File: src/sv/sacl_pkg.sv
// Shared constants, types and state codes of the set-associative LRU lookup.
`default_nettype none

package sacl_pkg;

   localparam int ADDR_W                = 7;
   localparam int WAYS_LOG2_W           = 2;
   localparam int LINE_USED_W           = 3;
   localparam int HIT_COUNT_W           = 16;
   localparam int STAMP_W               = 32;
   localparam int GROUP                 = 8;
   localparam int GROUP_W               = 3;
   localparam int LINES_DEFAULT         = 8;
   localparam int MEMORY_BLOCKS_DEFAULT = 32;

   localparam logic [WAYS_LOG2_W-1:0] WAYS_LOG2_RESET = 2'd1;

   typedef enum logic [2:0] {
      ST_IDLE,
      ST_MATCH,
      ST_REDUCE2,
      ST_REDUCE3,
      ST_UPDATE
   } state_type;

   // one candidate line of a set during the oldest-stamp search
   typedef struct packed {
      logic               ok;
      logic [GROUP_W-1:0] lane;
      logic [STAMP_W-1:0] stamp;
   } pick_type;

endpackage

`default_nettype wire

File: src/sv/sacl_victim_pick.sv
// Registered three-level tree that finds the oldest live line of an eight-line row.
`default_nettype none

module sacl_victim_pick #(
   parameter int LANES = sacl_pkg::GROUP
) (
   input  wire logic                                       clock,
   input  wire logic [LANES-1:0][sacl_pkg::STAMP_W-1:0]    lane_stamp,
   input  wire logic [LANES-1:0]                           lane_live,
   output sacl_pkg::pick_type                              victim
);
   import sacl_pkg::*;

   pick_type leaf   [GROUP];
   pick_type lvl1_ff[GROUP/2];
   pick_type lvl2_ff[GROUP/4];
   pick_type lvl3_ff;

   // left side wins a tie, so the lowest line is kept
   function automatic pick_type older(input pick_type a, input pick_type b);
      pick_type r;
      if (a.ok && (!b.ok || a.stamp <= b.stamp)) r = a;
      else                                        r = b;
      return r;
   endfunction

   for (genvar l = 0; l < GROUP; l++) begin : g_leaf
      if (l < LANES) begin : g_used
         assign leaf[l] = '{ok: lane_live[l], lane: GROUP_W'(l), stamp: lane_stamp[l]};
      end else begin : g_pad
         assign leaf[l] = '{ok: 1'b0, lane: GROUP_W'(l), stamp: '0};
      end
   end

   always_ff @(posedge clock) begin
      for (int i = 0; i < GROUP/2; i++) lvl1_ff[i] <= older(leaf[2*i], leaf[2*i+1]);
      for (int i = 0; i < GROUP/4; i++) lvl2_ff[i] <= older(lvl1_ff[2*i], lvl1_ff[2*i+1]);
      lvl3_ff <= older(lvl2_ff[0], lvl2_ff[1]);
   end

   assign victim = lvl3_ff;

endmodule

`default_nettype wire

File: src/sv/set_assoc_cache_lru_lookup_core.sv
// Top level: set-associative cache lookup with LRU replacement over line memories.
//
// req_ channel: one word address per word (valid/stall). rsp_ channel: hit flag,
// line used and saturating hit count (valid/stall). csr_ channel: writes
// ways_log2 (1, 2, 4 or 8 ways); csr_ready is always high, write only when idle.
// For each word, the accept edge reads the set's row of tags and stamps from
// the line memories, ST_MATCH matches tags and starts the oldest-stamp search,
// ST_REDUCE2 and ST_REDUCE3 finish the registered search tree, and the
// write-back edge updates the row and loads the result register. The next
// word is taken the cycle after write-back, so one word is in flight at a time;
// the search tree and the one-row memory port set that.
// A stalled result holds in the output register; a following word is still
// taken and processed, and waits at write-back until the register frees.
// Reset (synchronous) empties the cache at once through per-row valid bits,
// clears the use and hit counters and sets two ways; no clearing pass.
`default_nettype none

module set_assoc_cache_lru_lookup_core #(
   parameter int LINES         = sacl_pkg::LINES_DEFAULT,
   parameter int MEMORY_BLOCKS = sacl_pkg::MEMORY_BLOCKS_DEFAULT
) (
   input  wire logic                                clock,
   input  wire logic                                reset,
   input  wire logic                                req_valid,
   output      logic                                req_stall,
   input  wire logic [sacl_pkg::ADDR_W-1:0]         req_word_address,
   output      logic                                rsp_valid,
   input  wire logic                                rsp_stall,
   output      logic                                rsp_hit,
   output      logic [sacl_pkg::LINE_USED_W-1:0]    rsp_line_used,
   output      logic [sacl_pkg::HIT_COUNT_W-1:0]    rsp_hit_count,
   input  wire logic                                csr_valid,
   output      logic                                csr_ready,
   input  wire logic [sacl_pkg::WAYS_LOG2_W-1:0]    csr_ways_log2
);
   import sacl_pkg::*;

   localparam int TAG_W   = $clog2(MEMORY_BLOCKS + 1);
   localparam int SPAN    = 2 * MEMORY_BLOCKS;
   localparam int LINE_W  = (LINES > GROUP) ? $clog2(LINES) : GROUP_W;
   localparam int EW      = LINE_W + 1;
   localparam int LANES   = (LINES < GROUP) ? LINES : GROUP;
   localparam int LANE_IW = $clog2(LANES);
   localparam int ROWS    = (LINES + GROUP - 1) / GROUP;
   localparam int ROW_W   = (ROWS > 1) ? $clog2(ROWS) : 1;
   localparam int NADDR   = 2 ** ADDR_W;

   // address -> block number and line base, worked out at elaboration
   logic [TAG_W-1:0]  blk_tab  [NADDR];
   logic [LINE_W-1:0] base_tab [NADDR];

   for (genvar a = 0; a < NADDR; a++) begin : g_addr
      localparam int AWRAP = ((a + SPAN - 1) % SPAN) + 1;
      localparam int BLK   = (AWRAP + 1) / 2;
      assign blk_tab[a]  = TAG_W'(BLK);
      assign base_tab[a] = LINE_W'((BLK - 1) % LINES);
   end

   // line memories, one row of up to eight lines per entry
   logic [LANES-1:0][TAG_W-1:0]   tag_mem   [ROWS];
   logic [LANES-1:0][STAMP_W-1:0] stamp_mem [ROWS];
   logic [ROWS-1:0]               row_valid_ff;

   state_type                     state_ff, state_in;
   logic                          rsp_valid_ff, rsp_valid_in;
   logic [WAYS_LOG2_W-1:0]        ways_log2_ff;
   logic [STAMP_W-1:0]            use_counter_ff, use_counter_in;
   logic [HIT_COUNT_W-1:0]        hits_ff, hits_in;

   logic [LANES-1:0][TAG_W-1:0]   rd_tag_ff;
   logic [LANES-1:0][STAMP_W-1:0] rd_stamp_ff;
   logic [TAG_W-1:0]              blk_ff;
   logic [LINE_W-1:0]             start_ff;
   logic [EW-1:0]                 end_ff;
   logic [ROW_W-1:0]              row_ff;
   logic                          hit_ff;
   logic [GROUP_W-1:0]            hit_lane_ff;
   logic                          rsp_hit_ff;
   logic [LINE_USED_W-1:0]        rsp_line_ff;
   logic [HIT_COUNT_W-1:0]        rsp_hit_count_ff;

   logic                          accept, commit, out_busy;
   logic [LINE_W-1:0]             base, start_in;
   logic [EW-1:0]                 end_in, sum_end;
   logic [GROUP_W:0]              ways_pow;
   logic                          full_set;
   logic [LANES-1:0]              lane_live;
   logic                          hit_in;
   logic [GROUP_W-1:0]            hit_lane_in;
   logic [GROUP_W-1:0]            use_lane;
   logic [LANES-1:0][TAG_W-1:0]   wr_tag;
   logic [LANES-1:0][STAMP_W-1:0] wr_stamp;
   pick_type                      victim;

   // ---- set bounds of the arriving word ----
   always_comb begin
      base     = base_tab[req_word_address];
      ways_pow = (GROUP_W + 1)'(1) << ways_log2_ff;
      full_set = 32'(ways_pow) >= LINES;
      sum_end  = EW'(base & ({LINE_W{1'b1}} << ways_log2_ff)) + EW'(ways_pow);
      if (full_set) begin
         start_in = '0;
         end_in   = EW'(LINES);
      end else begin
         start_in = base & ({LINE_W{1'b1}} << ways_log2_ff);
         end_in   = (sum_end > EW'(LINES)) ? EW'(LINES) : sum_end;
      end
   end

   // ---- lanes of the read row that belong to the set, and tag match ----
   always_comb begin
      hit_in      = 1'b0;
      hit_lane_in = '0;
      for (int l = 0; l < LANES; l++) begin
         lane_live[l] = ((EW'(row_ff) << GROUP_W) + EW'(l) >= EW'(start_ff)) &&
                        ((EW'(row_ff) << GROUP_W) + EW'(l) <  end_ff);
      end
      for (int l = LANES - 1; l >= 0; l--) begin
         if (lane_live[l] && rd_tag_ff[l] == blk_ff) begin
            hit_in      = 1'b1;
            hit_lane_in = GROUP_W'(l);
         end
      end
   end

   sacl_victim_pick #(
      .LANES (LANES)
   ) u_pick (
      .clock      (clock),
      .lane_stamp (rd_stamp_ff),
      .lane_live  (lane_live),
      .victim     (victim)
   );

   // ---- write-back values ----
   always_comb begin
      use_counter_in = (&use_counter_ff) ? use_counter_ff : use_counter_ff + 1'b1;
      hits_in        = (hit_ff && !(&hits_ff)) ? hits_ff + 1'b1 : hits_ff;
      use_lane       = hit_ff ? hit_lane_ff : victim.lane;
      wr_tag         = rd_tag_ff;
      wr_stamp       = rd_stamp_ff;
      wr_tag[use_lane[LANE_IW-1:0]]   = blk_ff;
      wr_stamp[use_lane[LANE_IW-1:0]] = use_counter_in;
   end

   // ---- sequencer ----
   always_comb begin
      state_in = state_ff;
      case (state_ff)
         ST_IDLE:    if (req_valid) state_in = ST_MATCH;
         ST_MATCH:   state_in = ST_REDUCE2;
         ST_REDUCE2: state_in = ST_REDUCE3;
         ST_REDUCE3: state_in = ST_UPDATE;
         ST_UPDATE:  if (!out_busy) state_in = ST_IDLE;
         default:    state_in = ST_IDLE;
      endcase
   end

   always_comb begin
      out_busy     = rsp_valid_ff && rsp_stall;
      req_stall    = (state_ff != ST_IDLE);
      accept       = (state_ff == ST_IDLE) && req_valid;
      commit       = (state_ff == ST_UPDATE) && !out_busy;
      rsp_valid_in = commit || out_busy;
   end

   always_ff @(posedge clock) begin
      if (reset) begin
         state_ff       <= ST_IDLE;
         rsp_valid_ff   <= 1'b0;
         ways_log2_ff   <= WAYS_LOG2_RESET;
         use_counter_ff <= '0;
         hits_ff        <= '0;
         row_valid_ff   <= '0;
      end else begin
         state_ff     <= state_in;
         rsp_valid_ff <= rsp_valid_in;
         if (csr_valid && csr_ready) ways_log2_ff <= csr_ways_log2;
         if (commit) begin
            use_counter_ff       <= use_counter_in;
            hits_ff              <= hits_in;
            row_valid_ff[row_ff] <= 1'b1;
         end
      end
   end

   // memory read at accept, row write-back at commit
   always_ff @(posedge clock) begin
      if (accept) begin
         blk_ff   <= blk_tab[req_word_address];
         start_ff <= start_in;
         end_ff   <= end_in;
         row_ff   <= ROW_W'(start_in >> GROUP_W);
         if (row_valid_ff[ROW_W'(start_in >> GROUP_W)]) begin
            rd_tag_ff   <= tag_mem[ROW_W'(start_in >> GROUP_W)];
            rd_stamp_ff <= stamp_mem[ROW_W'(start_in >> GROUP_W)];
         end else begin
            rd_tag_ff   <= '0;
            rd_stamp_ff <= '0;
         end
      end
      if (state_ff == ST_MATCH) begin
         hit_ff      <= hit_in;
         hit_lane_ff <= hit_lane_in;
      end
      if (commit) begin
         tag_mem[row_ff]   <= wr_tag;
         stamp_mem[row_ff] <= wr_stamp;
         rsp_hit_ff        <= hit_ff;
         rsp_line_ff       <= LINE_USED_W'(use_lane);
         rsp_hit_count_ff  <= hits_in;
      end
   end

   assign csr_ready     = 1'b1;
   assign rsp_valid     = rsp_valid_ff;
   assign rsp_hit       = rsp_hit_ff;
   assign rsp_line_used = rsp_line_ff;
   assign rsp_hit_count = rsp_hit_count_ff;

`ifndef SYNTH
   a_commit_shows: assert property (@(posedge clock) disable iff (reset)
      commit |=> rsp_valid)
      else $error("write-back did not load a result");

   a_victim_in_set: assert property (@(posedge clock) disable iff (reset)
      (state_ff == ST_UPDATE) |-> (hit_ff || victim.ok))
      else $error("no live line found for replacement");

   a_stamp_moves: assert property (@(posedge clock) disable iff (reset)
      commit |=> (use_counter_ff != $past(use_counter_ff)) || (&$past(use_counter_ff)))
      else $error("use counter did not advance on an access");
`endif

endmodule

`default_nettype wire

File: config.mk
export PLATFORM = sky130hd
export DESIGN_NAME = set_assoc_cache_lru_lookup_core
export DESIGN_NICKNAME = d
export VERILOG_FILES = /design/src/sv/sacl_pkg.sv /design/src/sv/sacl_victim_pick.sv /design/src/sv/set_assoc_cache_lru_lookup_core.sv
export SDC_FILE = /design/constraint.sdc
export NUM_CORES = 2
export LEC_CHECK = 0
export BUFFER_PORTS_ARGS = -buffer_cell sky130_fd_sc_hd__buf_2
export CORE_MARGIN = 3
export CORE_UTILIZATION = 35
export DETAILED_ROUTE_END_ITERATION = 12
export PLACE_DENSITY = 0.51
export SYNTH_ARGS = -nofsm -noshare
export SYNTH_HDL_FRONTEND = slang
export SYNTH_HIERARCHICAL = 1
export SYNTH_SLANG_ARGS = --single-unit
File: constraint.sdc
create_clock -name clock -period 18 [get_ports clock]
set_input_delay 2.7 -clock clock [delete_from_list [all_inputs] [get_ports clock]]
set_output_delay 2.7 -clock clock [all_outputs]
set_load 0.05 [all_outputs]
[Yosys cells after proc, flatten, opt, wreduce, memory -nomap -nowiden]
Memory sizes are Yosys's and may differ from the RTL's. A register that Yosys moved wholly into a read port is not among the register bits.
Cells that the tools add are included.
Operators by class
  $add $sub $neg: 3
  magnitude comparators: 28
  equal/unequal tests: 14
  shift-type cells: 3
  multiplexer cells: 31
  bitwise operators: 3
  reductions and logical operators: 56
Operator list (count)
  $bwmux W256: 1
  $le A32 B32 Y1: 7
  $mux W36: 6
  $demux W32 S3: 1
  $mux W32: 2
  $bwmux W48: 1
  $eq A6 B6 Y1: 8
  $mux W35: 1
  $add A32 B1 Y32 const B: 1
  $reduce_and A32 Y1: 1
  $logic_and A1 B1 Y1: 28
  $mux W3: 9
  $demux W6 S3: 1
  $add A16 B1 Y16 const B: 1
  $lt A3 B4 Y1 const A: 4
  $mux W16: 1
  $reduce_and A16 Y1: 1
  $pmux W3 S5: 1
  $ge A3 B3 Y1 const A: 4
  $logic_not A1 Y1: 11
  $ge A8 B8 Y1 const B: 1
  $logic_or A1 B1 Y1: 8
  $lt A1 B4 Y1 const A: 2
  $lt A2 B4 Y1 const A: 2
  other kinds (26): 35
Storage, ports and cells
  flip-flop bits (word level): 89
  bits in writable memories: 520
  memory bits (read-only): 1152
  bits of input ports: 14
  output and inout bits: 23
  logic and storage cells: 160
  memories kept: 6
Memory list
  (no name shown): depth 128, width 6, read ports 1, clocked after Yosys merged registers in 1, wr ports 0, line set_assoc_cache_lru_lookup_core.sv:190  | blk_ff <= blk_tab[req_word_address];
  (no name shown): depth 128, width 3, read ports 1, clocked after Yosys merged registers in 0, wr ports 0, line set_assoc_cache_lru_lookup_core.sv:97  | base = base_tab[req_word_address];
  stamp_mem: depth 1, width 256, read ports 1, clocked after Yosys merged registers in 1, wr ports 1, line set_assoc_cache_lru_lookup_core.sv:61  | logic [LANES-1:0][STAMP_W-1:0] stamp_mem [ROWS];
  u_pick.lvl1_ff: depth 4, width 36, read ports 4, clocked after Yosys merged registers in 0, wr ports 4, line sacl_victim_pick.sv:15  | pick_type lvl1_ff[GROUP/2];
  u_pick.lvl2_ff: depth 2, width 36, read ports 2, clocked after Yosys merged registers in 0, wr ports 2, line sacl_victim_pick.sv:16  | pick_type lvl2_ff[GROUP/4];
  tag_mem: depth 1, width 48, read ports 1, clocked after Yosys merged registers in 1, wr ports 1, line set_assoc_cache_lru_lookup_core.sv:60  | logic [LANES-1:0][TAG_W-1:0] tag_mem [ROWS];

[Depth between registers and ports, before layout]
  depth after elaboration: 10
  mapped depth: 9
  mapped depth without buffers: 9

[Modules after synthesis]
Netlist, hierarchy kept.
Modules (own cells, without submodules)
  set_assoc_cache_lru_lookup_core: times used 1, cells each 2347, area an instance 29555.8 um^2, seq. area each 20469.6 um^2
  sacl_victim_pick: times used 1, cells each 1313, area an instance 13546.7 um^2, seq. area each 4844.6 um^2

[Least setup slack after synthesis]
Ideal clock, no wire load.
  kind: input-to-reg
  start point: in req_valid
  end point: reg blk_ff[0], enable pin
  setup time: 1003 ps
  arrival time: 15737 ps
  required time: 16997 ps
  path slack: 1259 ps
  stages on the path: 2
  buffers on the path: 0
  path through: inv_1 nor2_1
On the way
  cells in the longest elaborated chain, start to end: 1
Ends and longest elaborated chain
  start, declared: line set_assoc_cache_lru_lookup_core.sv:24  | input wire logic req_valid,
  $logic_and A1 B1 Y1: line set_assoc_cache_lru_lookup_core.sv:162  | accept = (state_ff == ST_IDLE) && req_valid;
  via accept: line set_assoc_cache_lru_lookup_core.sv:82  | logic accept, commit, out_busy;
  end, declared: line set_assoc_cache_lru_lookup_core.sv:72  | logic [TAG_W-1:0] blk_ff;
The timed path passes the listed nets, and every way through them passes these cells.
A chain may end at the register's enable or synchronous reset.

[Worst setup path after layout]
  start point: in req_valid
  end point: reg rd_stamp_ff[168] in the netlist's numbering (read register of stamp_mem), enable pin
On the way
  cells in the longest elaborated chain, start to end: 1
Ends and longest elaborated chain
  $logic_and A1 B1 Y1: line set_assoc_cache_lru_lookup_core.sv:162
  via accept: line set_assoc_cache_lru_lookup_core.sv:82
  end, declared: line set_assoc_cache_lru_lookup_core.sv:71  | logic [LANES-1:0][STAMP_W-1:0] rd_stamp_ff;
The timed path passes the listed nets, and every way through them passes these cells.

==> results.tsv <==
stage	metric	value	unit
timing	hold slack	0.456	ns
detailed_routing	drt pass-1 iters	7	
synthesis	Gate Count Post-Synth	3592	
pwr	Int Power	0.00410	W
worst_setup_path	Crit Path Category	input port to flop	
global_route	vias in the first global route	25842	
timing	Setup Total Neg Slack	0	ns
timing	# setup viols final	0	
die	Core Region	119000	sq um
detailed_routing	vias per cell	5.00	
global_route	first-pass GRT wire length	162000	um
run	MaxCap Viol Count	0	
timing	final hold vios	0	
worst_setup_path	Worst Setup End Kind	flop	
worst_setup_path	Worst Path Required	18.26	ns
detailed_routing	DRT Wirelength	108000	um
pwr	Flop pwr share	45.8	%
die	die footprint	124000	sq um
die	row cnt	126	
die	height of the chip	353	um
clock_tree	CTS sink count	909	
worst_setup_path	Startpoint Class	input port	
placed_design	hpwl dp	70000	um
die	die width	353	um
global_route	Tot GR Track Use	17.0	%
worst_setup_path	Worst path top cell family by delay	buffers and inverters	
worst_setup_path	Most Frequent Cell on Critical Path	buf_4	
cells_and_area	nets@finish	3854	
synthesis	Mapped Avg Cell Area	11.7	sq um
worst_setup_path	CP peak stage delay	0.88	ns
timing	RSZ-0062 raised after global routing	no	
clock_tree	clock slew at reported path FFs	0.06	ns
synthesis	Synth Warn #	6	
clock_tree	CTS tree	built	
detailed_routing	Initial DRC Count	1798	
clock_tree	CTS Buffer Depth	3	
placed_design	Cells after DPL	5106	
worst_setup_path	Buffers & Inverters on Critical Path	7	
worst_setup_path	Slowest-stage cell, CP	buf_4	
clock_tree	CTS H-tree depth	3	
worst_setup_path	CP max FO	69	
timing	post-layout minimum cycle time	6.27	ns
clock_tree	Setup Buffers After CTS	0	
clock_tree	CTS resizes	0	
clock_tree	total CTS buffers	99	
cells_and_area	area grow syn2layout	12.2	%
placed_design	I/O Buffers	34	
clock_tree	Clock Tree Root	clkbuf_16	
synthesis	Mapped Area	42100	sq um
cells_and_area	share of layout cells above drive strength 1	13.7	%
worst_setup_path	Worst EP arrival	6.54	ns
outcome	outcome	finished, final reports clean	
cells_and_area	Util after Layout	39.8	%
worst_setup_path	CP cell instances	buf_2, inv_1, nor2_4, buf_4, buf_4, buf_4, buf_4, buf_4	
synthesis	syn nets	3839	
detailed_routing	ANT nets after route	0	
pwr	Clock power frac	35.5	%
clock_tree	Hold Buf Count CTS	0	
pwr	NetSw	0.00165	W
timing	Peak Freq	159	MHz
timing	Slew Limit Fails	0	
pwr	Leak	17.9	nW
pwr	part of the power in combinational logic	18.7	%
clock_tree	Worst-Skew Late Latency	0.66	ns
pwr	sw frac	28.7	%
timing	Worst Max-Slew Pin Slew	1.18	ns
timing	Final period util	34.9	%
timing	Max-slew headroom	21.2	%
detailed_routing	wire per inst	20.3	um
die	Starting Density	35.4	%
timing	Worst Skew	0.0328	ns
cells_and_area	Finished Layout Cells	5288	
detailed_routing	vias	26452	
placed_design	GP Congestion	0.780	
cells_and_area	diode count	0	
pwr	power per cell area	122	nW/um^2
global_route	grt total ovfl	0	
die	Ports	37	
global_route	initial antenna violation count	6	
pwr	Max rail drop VDD	0.0709	mV
hold_path	worst hold path type	flop to flop	
detailed_routing	# DRC	0	
global_route	largest net degree at the start of global routing	113	
## registers in the layout (all words and copies together) (netlist names)
| signal | flops |
|---|---|
| use_counter_ff | 32 |
| start_ff | 3 |
| row_valid_ff | 1 |
| ways_log2_ff | 2 |
| hit_lane_ff | 3 |
| state_ff | 3 |
| rd_stamp_ff | 256 |
| rd_tag_ff | 48 |
| hit_ff | 1 |
| end_ff | 4 |
| rsp_hit_count | 16 |
| tag_mem | 48 |
| u_pick/victim | 3 |
| u_pick/lvl1_ff | 136 |
| rsp_hit | 1 |
| stamp_mem | 256 |
| rsp_valid | 1 |
| u_pick/lvl2_ff | 70 |
| hits_ff | 16 |
| blk_ff | 6 |
| rsp_line_used | 3 |
## final timing paths
path / start / to / slack [ns] / depth (start not counted)
worst max-delay path: req_valid / rd_stamp_ff[168]$_SDFFCE_PN0P_ / 11.73 / 8
worst min-delay path: u_pick/lvl1_ff[3][32]$_DFF_P_ / u_pick/lvl2_ff[0][68]$_DFF_P_ / 0.46 / 1
worst max register to register: state_ff[0]$_SDFFE_PP0P_ / rd_stamp_ff[168]$_SDFFCE_PN0P_ / 13.11 / 7
worst min register to register: u_pick/lvl1_ff[3][32]$_DFF_P_ / u_pick/lvl2_ff[0][68]$_DFF_P_ / 0.46 / 1
## worst register-to-register path: stages (launching register included)
cell     delay (ns)
dfxtp_1        0.36
or3_1          0.45
nor2_4         0.10
buf_4          0.49
buf_4          0.80
buf_4          0.92
buf_4          0.71
buf_4          0.64
## placed cells by master, fill, tap and decap left out, types with 27 or more instances in the layout
cell type    n
a211oi_1    27
a21oi_1    122
a31oi_1     55
and2_1     306
buf_2       34
buf_4       54
clkbuf_16  103
dfxtp_1    263
edfxtp_1   645
ha_1       232
inv_1      246
mux2_2     191
nand2_1    437
nand3_1     45
nand4_1     75
nor2_1     109
nor4_1      27
o21ai_0    203
xnor2_1     46
xor2_1      40
## cell type report
| class | instances | area [sq um] |
|---|---|---|
| well taps | 1600 | 2000 |
| repair buffers | 88 | 576 |
| flip-flops and latches | 909 | 24700 |
| fillers | 11339 | 71500 |
| inverters | 250 | 946 |
| clock inverters | 49 | 442 |
| multi-input cells | 2259 | 15800 |
| clock buffers | 133 | 2790 |
## power groups by stage
stage               combinational, W  sequential, W  clock (W)
floorplan                   0.000782        0.00266          0
finish                       0.00108        0.00263    0.00204
detailed placement           0.00108        0.00267          0
global route                 0.00121        0.00266    0.00218
CTS                          0.00109        0.00263    0.00209
global placement             0.00107        0.00268          0
## layer usage
metal | GRT usage [%] | part of all wire, %
met5 | 0 | 0
met4 | 4.87 | 2.4
met1 | 24.2 | 48
met2 | 26.6 | 44
met3 | 2.93 | 5.2
## metrics by stage
stage               area, sq um  setup WS (ns)  power [W]
finish                    47200          11.73    0.00575
global route              47200          11.38    0.00604
CTS                       47200          11.63    0.00582
detailed placement        44000          10.95    0.00375
global placement          44000          10.94    0.00375
floorplan                 42100           1.26    0.00344
(Power assumes the default switching activity.)
